===== src/design/sms_pkg.sv =====
`timescale 1ns / 1ps
package sms_pkg;

   localparam int CAPACITY = 64;
   localparam int MAX_DIM  = 16;

   localparam int SLOT_W = $clog2(CAPACITY);
   localparam int CNT_W  = $clog2(CAPACITY + 1);
   localparam int DIM_W  = 5;
   localparam int VAL_W  = 32;
   localparam int CMD_W  = 2;
   localparam int STAT_W = 2;
   localparam int CELL_W = $clog2(MAX_DIM * MAX_DIM);
   localparam int TOT_W  = 2 * DIM_W + 2;

   localparam logic [CMD_W-1:0] CMD_WRITE     = 2'd0;
   localparam logic [CMD_W-1:0] CMD_READ      = 2'd1;
   localparam logic [CMD_W-1:0] CMD_SET_DEF   = 2'd2;
   localparam logic [CMD_W-1:0] CMD_TRANSPOSE = 2'd3;

   localparam logic [STAT_W-1:0] STATUS_OK   = 2'd0;
   localparam logic [STAT_W-1:0] STATUS_OOR  = 2'd1;
   localparam logic [STAT_W-1:0] STATUS_FULL = 2'd2;

   localparam logic CSR_ROW_COUNT = 1'b0;
   localparam logic CSR_COL_COUNT = 1'b1;

   typedef struct packed {
      logic [DIM_W-1:0]        row;
      logic [DIM_W-1:0]        col;
      logic signed [VAL_W-1:0] value;
   } entry_type;

   localparam int ENTRY_W = $bits(entry_type);

endpackage


===== src/design/sms_if.sv =====
`timescale 1ns / 1ps
interface sms_req_if;
   import sms_pkg::*;
   logic                    valid;
   logic                    ready;
   logic [CMD_W-1:0]        cmd;
   logic [DIM_W-1:0]        row;
   logic [DIM_W-1:0]        col;
   logic signed [VAL_W-1:0] value;
   modport source (output valid, cmd, row, col, value, input ready);
   modport sink (input valid, cmd, row, col, value, output ready);
endinterface

interface sms_rsp_if;
   import sms_pkg::*;
   logic                    valid;
   logic                    ready;
   logic signed [VAL_W-1:0] read_value;
   logic [STAT_W-1:0]       status;
   logic [CNT_W-1:0]        stored_count;
   modport source (output valid, read_value, status, stored_count, input ready);
   modport sink (input valid, read_value, status, stored_count, output ready);
endinterface


===== src/design/sms_ram.sv =====
`timescale 1ns / 1ps
module sms_ram #(
   parameter int WIDTH = 8,
   parameter int DEPTH = 16
) (
   input  logic                     clock,
   input  logic                     wr_en,
   input  logic [$clog2(DEPTH)-1:0] wr_addr,
   input  logic [WIDTH-1:0]         wr_data,
   input  logic [$clog2(DEPTH)-1:0] rd_addr,
   output logic [WIDTH-1:0]         rd_data
);
   logic [WIDTH-1:0] mem_ff [DEPTH];
   logic [WIDTH-1:0] rd_data_ff;

   always_ff @(posedge clock) begin
      if (wr_en) begin
         mem_ff[wr_addr] <= wr_data;
      end
      rd_data_ff <= mem_ff[rd_addr];
   end

   assign rd_data = rd_data_ff;
endmodule


===== src/design/sparse_matrix_store.sv =====
`timescale 1ns / 1ps
// Sparse matrix store: keeps (row, column, value) entries in a 64-slot table for cells that
// differ from a default value and answers every command with exactly one item. Commands are
// taken one at a time; req ready is high only while the block is idle. After reset the block
// first clears its cell-mark memory, one cell per cycle, over all MAX_DIM * MAX_DIM (256)
// cells with req ready low. A write or read with an out-of-range index, and a default change
// to the current default, is offered on the cycle after it is taken. Any other write or read,
// and a transpose, walks the slot table once through the single read port of the entry
// memory, one slot per cycle, and then answers. Otherwise a default change spends one table
// walk deciding; if no entry holds the new default, the default simply changes, and if the
// result would exceed CAPACITY it answers table full. Else a second walk deletes in-range
// entries equal to the new default and marks occupied cells, and a fill sequencer then visits
// every in-range cell (up to MAX_DIM * MAX_DIM), reading its mark and then acting on it, and
// stores each unmarked cell in the next free slot, stepping past occupied ones. The entry
// memory needs no clearing: per-slot valid bits mark live entries. The fill clears each cell
// mark as it passes, so the mark memory is empty again at the end of every command.
module sparse_matrix_store (
   input  logic                           clock,
   input  logic                           reset,
   sms_req_if.sink                        req_ch,
   sms_rsp_if.source                      rsp_ch,
   input  logic                           csr_wr_en,
   input  logic                           csr_index,
   input  logic [sms_pkg::DIM_W-1:0]      csr_wr_data
);
   import sms_pkg::*;

   typedef enum logic [4:0] {
      ST_CLEAR = 5'b00001,
      ST_IDLE  = 5'b00010,
      ST_SCAN  = 5'b00100,
      ST_FILL  = 5'b01000,
      ST_RESP  = 5'b10000
   } state_type;

   state_type state_ff, state_in;

   logic [CMD_W-1:0]           op_ff, op_in;
   logic                       pass_b_ff, pass_b_in;
   logic [DIM_W-1:0]           r_ff, r_in, c_ff, c_in;
   logic signed [VAL_W-1:0]    v_ff, v_in;

   logic [CNT_W-1:0]           idx_ff, idx_in;
   logic                       eval_vld_ff, eval_vld_in;
   logic [SLOT_W-1:0]          eval_idx_ff, eval_idx_in;

   logic [CAPACITY-1:0]        valid_ff, valid_in;
   logic [CNT_W-1:0]           count_ff, count_in;
   logic signed [VAL_W-1:0]    default_ff, default_in;
   logic                       swapped_ff, swapped_in;
   logic [DIM_W-1:0]           row_count_ff, row_count_in;
   logic [DIM_W-1:0]           col_count_ff, col_count_in;

   logic                       hit_ff, hit_in;
   logic [SLOT_W-1:0]          hit_idx_ff, hit_idx_in;
   logic signed [VAL_W-1:0]    hit_val_ff, hit_val_in;
   logic                       free_ff, free_in;
   logic [SLOT_W-1:0]          free_idx_ff, free_idx_in;
   logic                       any_ff, any_in;
   logic [CNT_W-1:0]           present_ff, present_in;
   logic [CNT_W-1:0]           dels_ff, dels_in;

   logic [DIM_W-1:0]           ci_ff, ci_in, cj_ff, cj_in;
   logic [CNT_W-1:0]           fp_ff, fp_in;
   logic                       fphase_ff, fphase_in;
   logic [CELL_W-1:0]          clr_ff, clr_in;

   logic signed [VAL_W-1:0]    rsp_value_ff, rsp_value_in;
   logic [STAT_W-1:0]          rsp_status_ff, rsp_status_in;

   // entry memory ports
   logic                       ram_wr_en;
   logic [SLOT_W-1:0]          ram_wr_addr;
   entry_type                  ram_wr_data;
   logic [SLOT_W-1:0]          ram_rd_addr;
   logic [ENTRY_W-1:0]         ram_rd_raw;
   entry_type                  e_entry;

   // cell mark memory ports
   logic                       seen_wr_en;
   logic [CELL_W-1:0]          seen_wr_addr;
   logic                       seen_wr_data;
   logic [CELL_W-1:0]          seen_rd_addr;
   logic                       seen_rd;

   logic [DIM_W-1:0]           eff_rows, eff_cols;
   logic                       req_inr, e_inr, e_valid, scan_done, fill_done;
   logic [CELL_W-1:0]          e_cell, f_cell;
   logic [2*DIM_W-1:0]         area;
   logic [TOT_W-1:0]           total;
   logic                       fp_at_end;

   function automatic logic in_range(input logic [DIM_W-1:0] r, input logic [DIM_W-1:0] c,
                                     input logic [DIM_W-1:0] nr, input logic [DIM_W-1:0] nc);
      in_range = (r != '0) && (r <= nr) && (c != '0) && (c <= nc);
   endfunction

   function automatic logic [DIM_W-1:0] clamp_dim(input logic [DIM_W-1:0] d);
      clamp_dim = (d > DIM_W'(MAX_DIM)) ? DIM_W'(MAX_DIM) : d;
   endfunction

   sms_ram #(
      .WIDTH (ENTRY_W),
      .DEPTH (CAPACITY)
   ) u_entry_ram (
      .clock   (clock),
      .wr_en   (ram_wr_en),
      .wr_addr (ram_wr_addr),
      .wr_data (ram_wr_data),
      .rd_addr (ram_rd_addr),
      .rd_data (ram_rd_raw)
   );

   sms_ram #(
      .WIDTH (1),
      .DEPTH (MAX_DIM * MAX_DIM)
   ) u_seen_ram (
      .clock   (clock),
      .wr_en   (seen_wr_en),
      .wr_addr (seen_wr_addr),
      .wr_data (seen_wr_data),
      .rd_addr (seen_rd_addr),
      .rd_data (seen_rd)
   );

   assign e_entry  = entry_type'(ram_rd_raw);
   assign eff_rows = clamp_dim(swapped_ff ? col_count_ff : row_count_ff);
   assign eff_cols = clamp_dim(swapped_ff ? row_count_ff : col_count_ff);
   assign req_inr  = in_range(req_ch.row, req_ch.col, eff_rows, eff_cols);
   assign e_inr    = in_range(e_entry.row, e_entry.col, eff_rows, eff_cols);
   assign e_valid  = valid_ff[eval_idx_ff];
   assign e_cell   = CELL_W'((e_entry.row - 1'b1) * MAX_DIM + (e_entry.col - 1'b1));
   assign f_cell   = CELL_W'(ci_ff * MAX_DIM + cj_ff);
   assign area     = eff_rows * eff_cols;
   assign total    = TOT_W'(count_ff) + TOT_W'(area) - TOT_W'(present_ff) - TOT_W'(dels_ff);
   assign scan_done = (idx_ff == CNT_W'(CAPACITY)) && !eval_vld_ff;
   assign fill_done = (ci_ff >= eff_rows) || (eff_cols == '0);
   assign fp_at_end = (fp_ff == CNT_W'(CAPACITY));

   assign req_ch.ready        = (state_ff == ST_IDLE);
   assign rsp_ch.valid        = (state_ff == ST_RESP);
   assign rsp_ch.read_value   = rsp_value_ff;
   assign rsp_ch.status       = rsp_status_ff;
   assign rsp_ch.stored_count = count_ff;

   always_comb begin
      state_in      = state_ff;
      op_in         = op_ff;
      pass_b_in     = pass_b_ff;
      r_in          = r_ff;
      c_in          = c_ff;
      v_in          = v_ff;
      idx_in        = idx_ff;
      eval_vld_in   = 1'b0;
      eval_idx_in   = eval_idx_ff;
      valid_in      = valid_ff;
      count_in      = count_ff;
      default_in    = default_ff;
      swapped_in    = swapped_ff;
      row_count_in  = row_count_ff;
      col_count_in  = col_count_ff;
      hit_in        = hit_ff;
      hit_idx_in    = hit_idx_ff;
      hit_val_in    = hit_val_ff;
      free_in       = free_ff;
      free_idx_in   = free_idx_ff;
      any_in        = any_ff;
      present_in    = present_ff;
      dels_in       = dels_ff;
      ci_in         = ci_ff;
      cj_in         = cj_ff;
      fp_in         = fp_ff;
      fphase_in     = fphase_ff;
      clr_in        = clr_ff;
      rsp_value_in  = rsp_value_ff;
      rsp_status_in = rsp_status_ff;
      ram_wr_en     = 1'b0;
      ram_wr_addr   = eval_idx_ff;
      ram_wr_data   = e_entry;
      ram_rd_addr   = idx_ff[SLOT_W-1:0];
      seen_wr_en    = 1'b0;
      seen_wr_addr  = e_cell;
      seen_wr_data  = 1'b1;
      seen_rd_addr  = f_cell;

      // the user issues configuration writes only while nothing is in flight, unchecked
      if (csr_wr_en) begin
         case (csr_index)
            CSR_ROW_COUNT: row_count_in = csr_wr_data;
            CSR_COL_COUNT: col_count_in = csr_wr_data;
            default: ;
         endcase
      end

      case (state_ff)
         ST_CLEAR: begin
            // wipe the cell marks once after reset
            seen_wr_en   = 1'b1;
            seen_wr_addr = clr_ff;
            seen_wr_data = 1'b0;
            if (clr_ff == '1) begin
               state_in = ST_IDLE;
            end else begin
               clr_in = clr_ff + 1'b1;
            end
         end

         ST_IDLE: begin
            if (req_ch.valid) begin
               // capture the item and arm the table walk
               op_in         = req_ch.cmd;
               r_in          = req_ch.row;
               c_in          = req_ch.col;
               v_in          = req_ch.value;
               pass_b_in     = 1'b0;
               idx_in        = '0;
               hit_in        = 1'b0;
               free_in       = 1'b0;
               any_in        = 1'b0;
               present_in    = '0;
               dels_in       = '0;
               rsp_value_in  = '0;
               rsp_status_in = STATUS_OK;
               state_in      = ST_SCAN;
               case (req_ch.cmd)
                  CMD_WRITE: begin
                     if (!req_inr) begin
                        rsp_status_in = STATUS_OOR;
                        state_in      = ST_RESP;
                     end
                  end
                  CMD_READ: begin
                     if (!req_inr) begin
                        rsp_value_in  = default_ff;
                        rsp_status_in = STATUS_OOR;
                        state_in      = ST_RESP;
                     end
                  end
                  CMD_SET_DEF: begin
                     if (req_ch.value == default_ff) begin
                        state_in = ST_RESP;
                     end
                  end
                  default: ;
               endcase
            end
         end

         ST_SCAN: begin
            // issue the next slot read; its data is judged in the following cycle
            if (idx_ff != CNT_W'(CAPACITY)) begin
               eval_vld_in = 1'b1;
               eval_idx_in = idx_ff[SLOT_W-1:0];
               idx_in      = idx_ff + 1'b1;
            end

            if (eval_vld_ff) begin
               case (op_ff)
                  CMD_WRITE, CMD_READ: begin
                     if (e_valid && (e_entry.row == r_ff) && (e_entry.col == c_ff)) begin
                        hit_in     = 1'b1;
                        hit_idx_in = eval_idx_ff;
                        hit_val_in = e_entry.value;
                     end
                     if (!e_valid && !free_ff) begin
                        free_in     = 1'b1;
                        free_idx_in = eval_idx_ff;
                     end
                  end
                  CMD_SET_DEF: begin
                     if (!pass_b_ff) begin
                        if (e_valid && (e_entry.value == v_ff)) begin
                           any_in = 1'b1;
                        end
                        if (e_valid && e_inr) begin
                           present_in = present_ff + 1'b1;
                           if (e_entry.value == v_ff) begin
                              dels_in = dels_ff + 1'b1;
                           end
                        end
                     end else if (e_valid && e_inr) begin
                        // mark the cell occupied, drop entries equal to the new default
                        seen_wr_en = 1'b1;
                        if (e_entry.value == v_ff) begin
                           valid_in[eval_idx_ff] = 1'b0;
                           count_in              = count_ff - 1'b1;
                        end
                     end
                  end
                  CMD_TRANSPOSE: begin
                     if (e_valid) begin
                        if (e_inr) begin
                           ram_wr_en   = 1'b1;
                           ram_wr_data = '{row: e_entry.col, col: e_entry.row,
                                           value: e_entry.value};
                        end else begin
                           valid_in[eval_idx_ff] = 1'b0;
                           count_in              = count_ff - 1'b1;
                        end
                     end
                  end
                  default: ;
               endcase
            end

            if (scan_done) begin
               state_in = ST_RESP;
               case (op_ff)
                  CMD_WRITE: begin
                     if (hit_ff) begin
                        if (v_ff == default_ff) begin
                           valid_in[hit_idx_ff] = 1'b0;
                           count_in             = count_ff - 1'b1;
                        end else begin
                           ram_wr_en   = 1'b1;
                           ram_wr_addr = hit_idx_ff;
                           ram_wr_data = '{row: r_ff, col: c_ff, value: v_ff};
                        end
                     end else if (v_ff != default_ff) begin
                        if (free_ff) begin
                           ram_wr_en             = 1'b1;
                           ram_wr_addr           = free_idx_ff;
                           ram_wr_data           = '{row: r_ff, col: c_ff, value: v_ff};
                           valid_in[free_idx_ff] = 1'b1;
                           count_in              = count_ff + 1'b1;
                        end else begin
                           rsp_status_in = STATUS_FULL;
                        end
                     end
                  end
                  CMD_READ: begin
                     rsp_value_in = hit_ff ? hit_val_ff : default_ff;
                  end
                  CMD_SET_DEF: begin
                     if (!pass_b_ff) begin
                        if (!any_ff) begin
                           default_in = v_ff;
                        end else if (total > TOT_W'(CAPACITY)) begin
                           rsp_status_in = STATUS_FULL;
                        end else begin
                           // second walk: delete and mark occupied cells
                           pass_b_in = 1'b1;
                           idx_in    = '0;
                           state_in  = ST_SCAN;
                        end
                     end else begin
                        ci_in     = '0;
                        cj_in     = '0;
                        fp_in     = '0;
                        fphase_in = 1'b0;
                        state_in  = ST_FILL;
                     end
                  end
                  CMD_TRANSPOSE: begin
                     swapped_in = !swapped_ff;
                  end
                  default: ;
               endcase
            end
         end

         ST_FILL: begin
            // store every unmarked cell with the old default in the lowest free slot;
            // the first phase of a cell reads its mark, the second acts on it
            if (fill_done) begin
               default_in = v_ff;
               state_in   = ST_RESP;
            end else if (!fphase_ff) begin
               fphase_in = 1'b1;
            end else if (!seen_rd && !fp_at_end && valid_ff[fp_ff[SLOT_W-1:0]]) begin
               fp_in = fp_ff + 1'b1;
            end else begin
               if (!seen_rd && !fp_at_end) begin
                  ram_wr_en   = 1'b1;
                  ram_wr_addr = fp_ff[SLOT_W-1:0];
                  ram_wr_data = '{row: ci_ff + 1'b1, col: cj_ff + 1'b1, value: default_ff};
                  valid_in[fp_ff[SLOT_W-1:0]] = 1'b1;
                  count_in    = count_ff + 1'b1;
                  fp_in       = fp_ff + 1'b1;
               end
               // drop the mark so the map is empty for the next default change
               seen_wr_en   = 1'b1;
               seen_wr_addr = f_cell;
               seen_wr_data = 1'b0;
               fphase_in    = 1'b0;
               if (cj_ff + 1'b1 == eff_cols) begin
                  cj_in = '0;
                  ci_in = ci_ff + 1'b1;
               end else begin
                  cj_in = cj_ff + 1'b1;
               end
            end
         end

         ST_RESP: begin
            // hold the item until the sink takes it
            if (rsp_ch.ready) begin
               state_in = ST_IDLE;
            end
         end

         default: begin
            state_in = ST_IDLE;
         end
      endcase
   end

   always_ff @(posedge clock) begin
      if (reset) begin
         state_ff     <= ST_CLEAR;
         clr_ff       <= '0;
         eval_vld_ff  <= 1'b0;
         valid_ff     <= '0;
         count_ff     <= '0;
         default_ff   <= '0;
         swapped_ff   <= 1'b0;
         row_count_ff <= '0;
         col_count_ff <= '0;
      end else begin
         state_ff     <= state_in;
         clr_ff       <= clr_in;
         eval_vld_ff  <= eval_vld_in;
         valid_ff     <= valid_in;
         count_ff     <= count_in;
         default_ff   <= default_in;
         swapped_ff   <= swapped_in;
         row_count_ff <= row_count_in;
         col_count_ff <= col_count_in;
      end
   end

   always_ff @(posedge clock) begin
      op_ff         <= op_in;
      pass_b_ff     <= pass_b_in;
      r_ff          <= r_in;
      c_ff          <= c_in;
      v_ff          <= v_in;
      idx_ff        <= idx_in;
      eval_idx_ff   <= eval_idx_in;
      hit_ff        <= hit_in;
      hit_idx_ff    <= hit_idx_in;
      hit_val_ff    <= hit_val_in;
      free_ff       <= free_in;
      free_idx_ff   <= free_idx_in;
      any_ff        <= any_in;
      present_ff    <= present_in;
      dels_ff       <= dels_in;
      ci_ff         <= ci_in;
      cj_ff         <= cj_in;
      fp_ff         <= fp_in;
      fphase_ff     <= fphase_in;
      rsp_value_ff  <= rsp_value_in;
      rsp_status_ff <= rsp_status_in;
   end

   // the running count always matches the live slots
   a_count_matches: assert property (@(posedge clock) disable iff (reset)
      count_ff == CNT_W'($countones(valid_ff)))
      else $error("stored count differs from live slot total");

   a_count_bound: assert property (@(posedge clock) disable iff (reset)
      count_ff <= CNT_W'(CAPACITY))
      else $error("stored count above capacity");

   a_busy_after_take: assert property (@(posedge clock) disable iff (reset)
      (req_ch.valid && req_ch.ready) |=> !req_ch.ready)
      else $error("new item taken before the previous one was answered");

   a_fill_in_bounds: assert property (@(posedge clock) disable iff (reset)
      (state_ff == ST_FILL && ram_wr_en) |-> !fp_at_end)
      else $error("fill write past the last slot");
endmodule


===== src/flat_wrapper.sv =====
// flat-port wrapper written by rule: the top's interface ports become plain ports
module sparse_matrix_store_flat import sms_pkg::*;
  (clock, reset, csr_wr_en, csr_index, csr_wr_data, req_ch_valid, req_ch_cmd, req_ch_row, req_ch_col, req_ch_value, req_ch_ready, rsp_ch_valid, rsp_ch_read_value, rsp_ch_status, rsp_ch_stored_count, rsp_ch_ready);
  sms_req_if req_ch_i ();
  sms_rsp_if rsp_ch_i ();
  input  logic clock;
  input  logic reset;
  input  logic csr_wr_en;
  input  logic csr_index;
  input  logic [sms_pkg::DIM_W-1:0] csr_wr_data;
  input wire logic [$bits(req_ch_i.valid)-1:0] req_ch_valid;
  input wire logic [$bits(req_ch_i.cmd)-1:0] req_ch_cmd;
  input wire logic [$bits(req_ch_i.row)-1:0] req_ch_row;
  input wire logic [$bits(req_ch_i.col)-1:0] req_ch_col;
  input wire logic [$bits(req_ch_i.value)-1:0] req_ch_value;
  output wire logic [$bits(req_ch_i.ready)-1:0] req_ch_ready;
  output wire logic [$bits(rsp_ch_i.valid)-1:0] rsp_ch_valid;
  output wire logic [$bits(rsp_ch_i.read_value)-1:0] rsp_ch_read_value;
  output wire logic [$bits(rsp_ch_i.status)-1:0] rsp_ch_status;
  output wire logic [$bits(rsp_ch_i.stored_count)-1:0] rsp_ch_stored_count;
  input wire logic [$bits(rsp_ch_i.ready)-1:0] rsp_ch_ready;
  assign req_ch_i.valid = req_ch_valid;
  assign req_ch_i.cmd = req_ch_cmd;
  assign req_ch_i.row = req_ch_row;
  assign req_ch_i.col = req_ch_col;
  assign req_ch_i.value = req_ch_value;
  assign req_ch_ready = req_ch_i.ready;
  assign rsp_ch_valid = rsp_ch_i.valid;
  assign rsp_ch_read_value = rsp_ch_i.read_value;
  assign rsp_ch_status = rsp_ch_i.status;
  assign rsp_ch_stored_count = rsp_ch_i.stored_count;
  assign rsp_ch_i.ready = rsp_ch_ready;
  sparse_matrix_store u_core (.clock(clock), .reset(reset), .req_ch(req_ch_i), .rsp_ch(rsp_ch_i), .csr_wr_en(csr_wr_en), .csr_index(csr_index), .csr_wr_data(csr_wr_data));
endmodule

===== config.mk =====
export PLATFORM = sky130hd
export DESIGN_NAME = sparse_matrix_store_flat
export DESIGN_NICKNAME = d
export VERILOG_FILES = /design/src/design/sms_pkg.sv /design/src/design/sms_if.sv /design/src/design/sms_ram.sv /design/src/design/sparse_matrix_store.sv /design/src/flat_wrapper.sv
export SDC_FILE = /design/constraint.sdc
export NUM_CORES = 2
export LEC_CHECK = 0
export BUFFER_PORTS_ARGS = -buffer_cell sky130_fd_sc_hd__buf_2
export CAP_MARGIN = 20
export CORE_MARGIN = 4
export CORE_UTILIZATION = 40
export DETAILED_ROUTE_END_ITERATION = 10
export SLEW_MARGIN = 10
export SYNTH_ARGS = -nofsm -noshare
export SYNTH_HDL_FRONTEND = slang
export SYNTH_SLANG_ARGS = --single-unit

===== constraint.sdc =====
create_clock -name clock -period 6.4 [get_ports clock]
set_input_delay 1.6 -clock clock [delete_from_list [all_inputs] [get_ports clock]]
set_output_delay 1.6 -clock clock [all_outputs]
set_load 0.01 [all_outputs]

== Word-level counts from Yosys, hierarchy flattened ==
Memory sizes are Yosys's and may differ from the RTL's. A register that Yosys moved wholly into a read port is not among the register bits.
Cells that the tools add are included.

* Bits of input ports: 55
* Output and inout bits: 43
* Bits in registers: 299
* Memories kept: 2
* Memory bits (writable): 2944
* Logic and storage cells: 404

* Mux-type cells: 218
* Reduce and logical (&&, ||, !) cells: 61
* Add/sub/neg operators: 16
* Order comparisons: 16
* Bitwise operators: 9
* $mul: 1
* Eq/ne operators: 51

{| class="wikitable"
|+ Memories
! memory !! depth !! bits a word !! read ports !! clocked after Yosys merged registers in !! wr ports !! RTL line !! text
|-
| u_core.u_entry_ram.mem_ff || 64 || 42 || 1 || 1 || 1 || sms_ram.sv:13 || <nowiki>logic [WIDTH-1:0] mem_ff [DEPTH];</nowiki>
|-
| u_core.u_seen_ram.mem_ff || 256 || 1 || 1 || 1 || 1 || sms_ram.sv:13 ||
|}

{| class="wikitable"
|+ Operators with widths
! cell !! number
|-
| $mux 64 || 17
|-
| $mux 42 || 14
|-
| $mux 32 || 11
|-
| $mux 7 || 39
|-
| $pmux 64 s2 || 2
|-
| $mux 5 || 26
|-
| $and 64x64->64 || 2
|-
| $not 64->64 || 2
|-
| $or 64x64->64 || 2
|-
| $pmux 32 s2 || 2
|-
| $eq 32x32->1 || 3
|-
| $pmux 42 s2 || 1
|-
| $pmux 7 s2 || 6
|-
| $mux 6 || 10
|-
| $mux 1 || 56
|-
| $add 7x1->7 const B || 5
|-
| $ne 32x32->1 || 1
|-
| $ne 2x1->1 const B || 15
|-
| $pmux 5 s2 || 3
|-
| $lt 6x7->1 const B || 4
|-
| $pmux 5 s5 || 1
|-
| $reduce_and 5->1 || 5
|-
| $demux 1 s6 || 4
|-
| $ge 6x1->1 const B || 4
|-
| other kinds (53) || 137
|}

== Longest topological paths before layout ==
* Depth in word-level cells: 20
* Depth in mapped cells: 24
* Depth with buffers taken out: 23

== Cells and area by module ==
From an unflattened synthesis, not the netlist that was laid out.

* Cell total of the unflattened synthesis: 7350
* Area, all modules: 133661.9 µm²

{| class="wikitable"
|+ Modules (own cells, without submodules)
! module !! cells each !! sequential area each (µm²) !! area an instance (µm²) !! times used
|-
| sms_ram (u_core.u_entry_ram) || 4401 || 81558.2 || 102689.7 || 1
|-
| sparse_matrix_store || 2161 || 7697.4 || 19844.0 || 1
|-
| sms_ram (u_core.u_seen_ram) || 788 || 7707.4 || 11128.2 || 1
|}

== Worst setup path before layout ==
No wires, ideal clock.

* Kind: register to register
* Start point: register u_core.swapped_ff
* End point: memory u_core.u_entry_ram.mem_ff[0][32] (netlist bit) (data pin)
* Stages on the path, launching flop included: 18
* Path buffers: 6
* Slack: -541 ps
* Setup time: 702 ps
* Clock period less this slack: 6941 ps
* Arrival time: 6239 ps
* Required time: 5698 ps
* Path through: dfxtp_1 buf_2 mux2i_1 clkbuf_1 nand2_1 ha_1 o21ai_0 o21a_1 o211ai_1 nor4_1 and4_1 buf_2 buf_4 nor2_1 clkbuf_1 clkbuf_1 a21oi_1 o21ai_0

{| class="wikitable"
|+ RTL lines
! item !! RTL line !! text
|-
| start: declaration || sparse_matrix_store.sv:50 || <nowiki>logic swapped_ff, swapped_in;</nowiki>
|-
| start signal: assignment || sparse_matrix_store.sv:426 || <nowiki>swapped_ff <= swapped_in;</nowiki>
|-
| end: declaration || sms_ram.sv:13 ||
|}

== Worst setup path in the final report ==
* Start point: register u_core.swapped_ff
* End point: register u_core.idx_ff[0] (data pin)

* Cells in the longest elaborated chain, start to end: 14
* Elaborated cells on any way between the ends: 17
* Those cells by class: add/sub: 3; mul: 1; order compare: 3; mux: 10

{| class="wikitable"
|+ RTL lines
! item !! RTL line !! text
|-
| $mux 5, on equally long branches || sparse_matrix_store.sv:127, sparse_matrix_store.sv:128 ||
|-
| $gt 5x5->1 || sparse_matrix_store.sv:99 || <nowiki>clamp_dim = (d > DIM_W'(MAX_DIM)) ? DIM_W'(MAX_DIM) : d;</nowiki>
|-
| $mux 5 || sparse_matrix_store.sv:99 ||
|-
| $mul 5x5->10 * || sparse_matrix_store.sv:134 || <nowiki>assign area = eff_rows * eff_cols;</nowiki>
|-
| $add 7x10->11 * || sparse_matrix_store.sv:135 || <nowiki>assign total = TOT_W'(count_ff) + TOT_W'(area) - TOT_W'(present_ff) - TOT_W'(dels_ff);</nowiki>
|-
| $sub 12x7->12 * (2 in series) || sparse_matrix_store.sv:135 ||
|-
| $gt 12x7->1 * || sparse_matrix_store.sv:338 || <nowiki>end else if (total > TOT_W'(CAPACITY)) begin</nowiki>
|-
| $mux 7 * || sparse_matrix_store.sv:338 ||
|-
| $mux 7 * || sparse_matrix_store.sv:336 || <nowiki>if (!any_ff) begin</nowiki>
|-
| $mux 7 * || sparse_matrix_store.sv:335 || <nowiki>if (!pass_b_ff) begin</nowiki>
|-
| $mux 7 * || sparse_matrix_store.sv:308 || <nowiki>case (op_ff)</nowiki>
|-
| $mux 7 * || sparse_matrix_store.sv:306 || <nowiki>if (scan_done) begin</nowiki>
|-
| $pmux 7 s2 * || sparse_matrix_store.sv:195 || <nowiki>case (state_ff)</nowiki>
|-
| end signal: assignment || sparse_matrix_store.sv:438 || <nowiki>idx_ff <= idx_in;</nowiki>
|-
| end: declaration || sparse_matrix_store.sv:43 || <nowiki>logic [CNT_W-1:0] idx_ff, idx_in;</nowiki>
|}

Every way passes the cells marked *; elsewhere a longest branch is shown, timed or not.
A chain may end at the register's enable or synchronous reset.

==> key figures <==
Synthesis
  • Synth Register Bits: 3286
  • Fraction of registers with async set or reset after synthesis: 0%
  • Synthesized instance count: 6786
  • Post-synthesis cell area: 134000 sq um
  • Post-synth cell types: 93
  • Seq/Total Area, Yosys: 72.5%
  • Post-synth EDFFs: 3115
  • Most used DFF post-synth: edfxtp_1
  • Ys Warns: 0
  • Syn Nets: 6937
  • Average cell area after synthesis: 19.7 sq um

Final layout
  • Layout area overhead: 15.2%
  • Share of cells above drive strength 1: 27.8%
  • Final design instance area without fill: 154000 sq um
  • Layout Utilization: 46.3%
  • Final nets: 7321
  • Non-Filler Instances: 11900

Die
  • Initial Util: 40.2%
  • Die W: 586 microns
  • DIE HEIGHT: 586 microns
  • Row count: 212
  • Die ar.: 344000 sq um
  • Core Box Area: 333000 sq um
  • IO Pins: 98

Critical path
  • Worst path bufs/invs: 4
  • CP endpoint kind: flop
  • Largest stage delay on the critical path: 530 ps
  • Worst path required time: 7020 ps
  • Critical Path Start Type: flop
  • CP delay by family, top: adder cells
  • Crit path cell chain: mux2i_1 -> buf_4 -> nand2b_2 -> inv_1 -> nand3_1 -> fa_1 -> inv_1 -> ha_1 -> fa_1 -> ha_1 -> a21o_1 -> a21oi_1 -> xnor2_1 -> fa_1 -> ha_1 -> a21oi_1 -> o21ai_1 -> xor2_1 -> a221o_1 -> a211oi_1 -> buf_4 -> and4_1 -> nor3_1
  • Critical path fanouts, max: 15
  • Crit-path slowest cell: fa_1
  • Setup CP Type: reg2reg
  • Worst EP arrival: 6660 ps

Hold path
  • Hold Crit Class: reg2reg

Clocking
  • Num CTS Buffers: 344
  • Root buf cell: clkbuf_16
  • CTS tree: built
  • Maximum clock path buffer count: 4
  • Hold_buf cts: 0
  • H-Tree Depth: 5
  • Clock Sink Count: 3286
  • Post_cts resized: 0
  • Clk slew on worst S/H paths: 70 ps
  • # Post-CTS Setup Buffers: 0
  • Clock latency on the worst-skew pair: 940 ps

STA
  • Final Hold Vio Count: 0
  • Final min period: 6040 ps
  • Final Setup Violations: 0
  • Unrepaired setup endpoints after global routing: no
  • Worst setup margin: 361 ps
  • Final Max Slew Viols: 0
  • Least-Margin Pin Slew: 1220 ps
  • Period utilisation layout: 94.4%
  • Max Freq: 166 MHz
  • Max-slew headroom: 18.5%
  • Worst Clk Skew: 68.6 ps

Place
  • Final HPWL DP: 228000 microns
  • Inst Count DP: 11200
  • Worst slack, placed: 160 ps
  • I/O Buffers: 97
  • Gpl congestion: 0.914
  • Dpl cell area: 143000 sq um

GRT
  • Global-route wire length before repair: 545000 microns
  • Gr usage total: 22.2%
  • Grt total ovfl: 0
  • Vias in the first global route: 71400
  • Initial antenna violation count: 12
  • Largest net degree at the start of global routing: 257

Drt
  • DRT iter0 DRCs: 8757
  • Post-DRT Antenna Nets: 0
  • Via Count: 71500
  • Drt pass-1 iters: 7
  • Final wirelength: 386000 microns
  • Via-per-instance ratio: 6.03
  • DR DRC count: 0
  • Routed len/inst: 32.6 microns

Pwr
  • Leak Pwr: 48.6 nW
  • Pwr Density: 287 nW/um^2
  • Worst vdd ir: 0.220 mV

Status
  • Run status: completed

Job
  • MaxCap Viol Count: 0
-- report_power, final --
| group | switching [mW] | internal, mW | total, mW |
|---|---|---|---|
| Clock | 8.43 | 11.4 | 19.8 |
| Combinational | 0.651 | 0.306 | 0.957 |
| Sequential | 0.0720 | 23.4 | 23.5 |
| Total | 9.16 | 35.1 | 44.3 |
-- state kept, by name (all words and copies together) (netlist names), 8 cells and up --
signal,cells
u_core.valid_ff,64
u_core.hit_val_ff,32
u_core.u_entry_ram.mem_ff,2688
u_core.v_ff,32
u_core.u_entry_ram.rd_data,42
u_core.clr_ff,8
u_core.rsp_ch.read_value,32
u_core.u_seen_ram.mem_ff,256
u_core.default_ff,32
-- tightest hold or removal path, cell delays in order, from the launching register on --
cell     delay (ps)
dfxtp_1         320
nand2_1          50
a21oi_1          60
-- path summary, 6_finish.rpt --
check,start,end,slack (ps),cells after the start
worst max-delay path,u_core.swapped_ff,u_core.idx_ff[0],360,23
worst min-delay path,u_core.col_count_ff[1],u_core.col_count_ff[1],470,2
worst max register to register,u_core.swapped_ff,u_core.idx_ff[0],360,23
worst min register to register,u_core.col_count_ff[1],u_core.col_count_ff[1],470,2
-- through the flow --
stage	hold WS, ps	setup TNS, ps	power (mW)
2_1_floorplan	421	-173230	24.5
3_3_place_gp	458	0	24.9
3_5_place_dp	464	0	24.9
4_1_cts	473	0	44.7
5_1_grt	492	0	45.6
6_report	473	0	44.3
-- synthesized netlist by cell type, types with 39 or more instances --
cell | count | share of area, %
a21oi_1 | 159 | 0.59
a22o_1 | 39 | 0.26
a22oi_1 | 49 | 0.27
buf_1 | 91 | 0.26
clkbuf_1 | 258 | 0.72
dfxtp_1 | 171 | 2.6
edfxtp_1 | 3115 | 70
ha_1 | 72 | 0.67
inv_1 | 87 | 0.24
mux2i_1 | 59 | 0.44
mux4_2 | 975 | 16
nand2_1 | 160 | 0.45
nand3_1 | 92 | 0.34
nor2_1 | 522 | 1.5
nor3_1 | 39 | 0.15
o21ai_0 | 121 | 0.45
o221ai_1 | 53 | 0.35
o22ai_1 | 40 | 0.19
xnor2_1 | 54 | 0.35
xor2_1 | 114 | 0.75
-- kinds of logic after synthesis --
kind of cell | Yosys count | synth area share, %
adders and majority gates | 96 | 1.03
DFF | 3286 | 72.5
buffers and inverters | 487 | 1.44
xor gates and xnor gates | 169 | 1.12
and+or+nand+nor | 1048 | 3.62
AOI/OAI and AO/OA | 645 | 3.29
muxes | 1055 | 17.0
-- cell type report --
class                   instances  area (sq um)
clock buffers                 438          9200
clock inverters               198          2000
well taps                    4387          5490
flip-flops and latches       3286         97000
inverters                      91           345
repair buffers                434          4480
fillers                     27600        179000
multi-input cells            3013         35700
diodes                          4          10.0
-- cells in the final DEF (no fill, tap or decap), drive strengths merged, types with 29 or more instances in the layout --
master,synthesis,final
o221ai,53,53
o22ai,40,40
clkinv,3,153
nor2,523,523
clkbuf,259,438
xor2,114,114
a22oi,50,50
inv,88,99
xnor2,54,54
nor3,40,40
ha,72,72
bufinv,0,29
a22o,39,39
nand2,160,160
nand3,98,98
o21ai,124,124
nand4,36,36
nor4,32,32
mux4,975,975
mux2i,59,59
a21oi,159,159
edfxtp,3115,3115
buf,137,434
nor2b,38,38
dfxtp,171,171
-- layer usage --
metal	track usage, %	wire length (microns)
met1	31.0	158000
met3	3.52	29300
met5	0	69
met4	6.42	11500
met2	36.1	188000
Power figures use the tool's default switching activity.
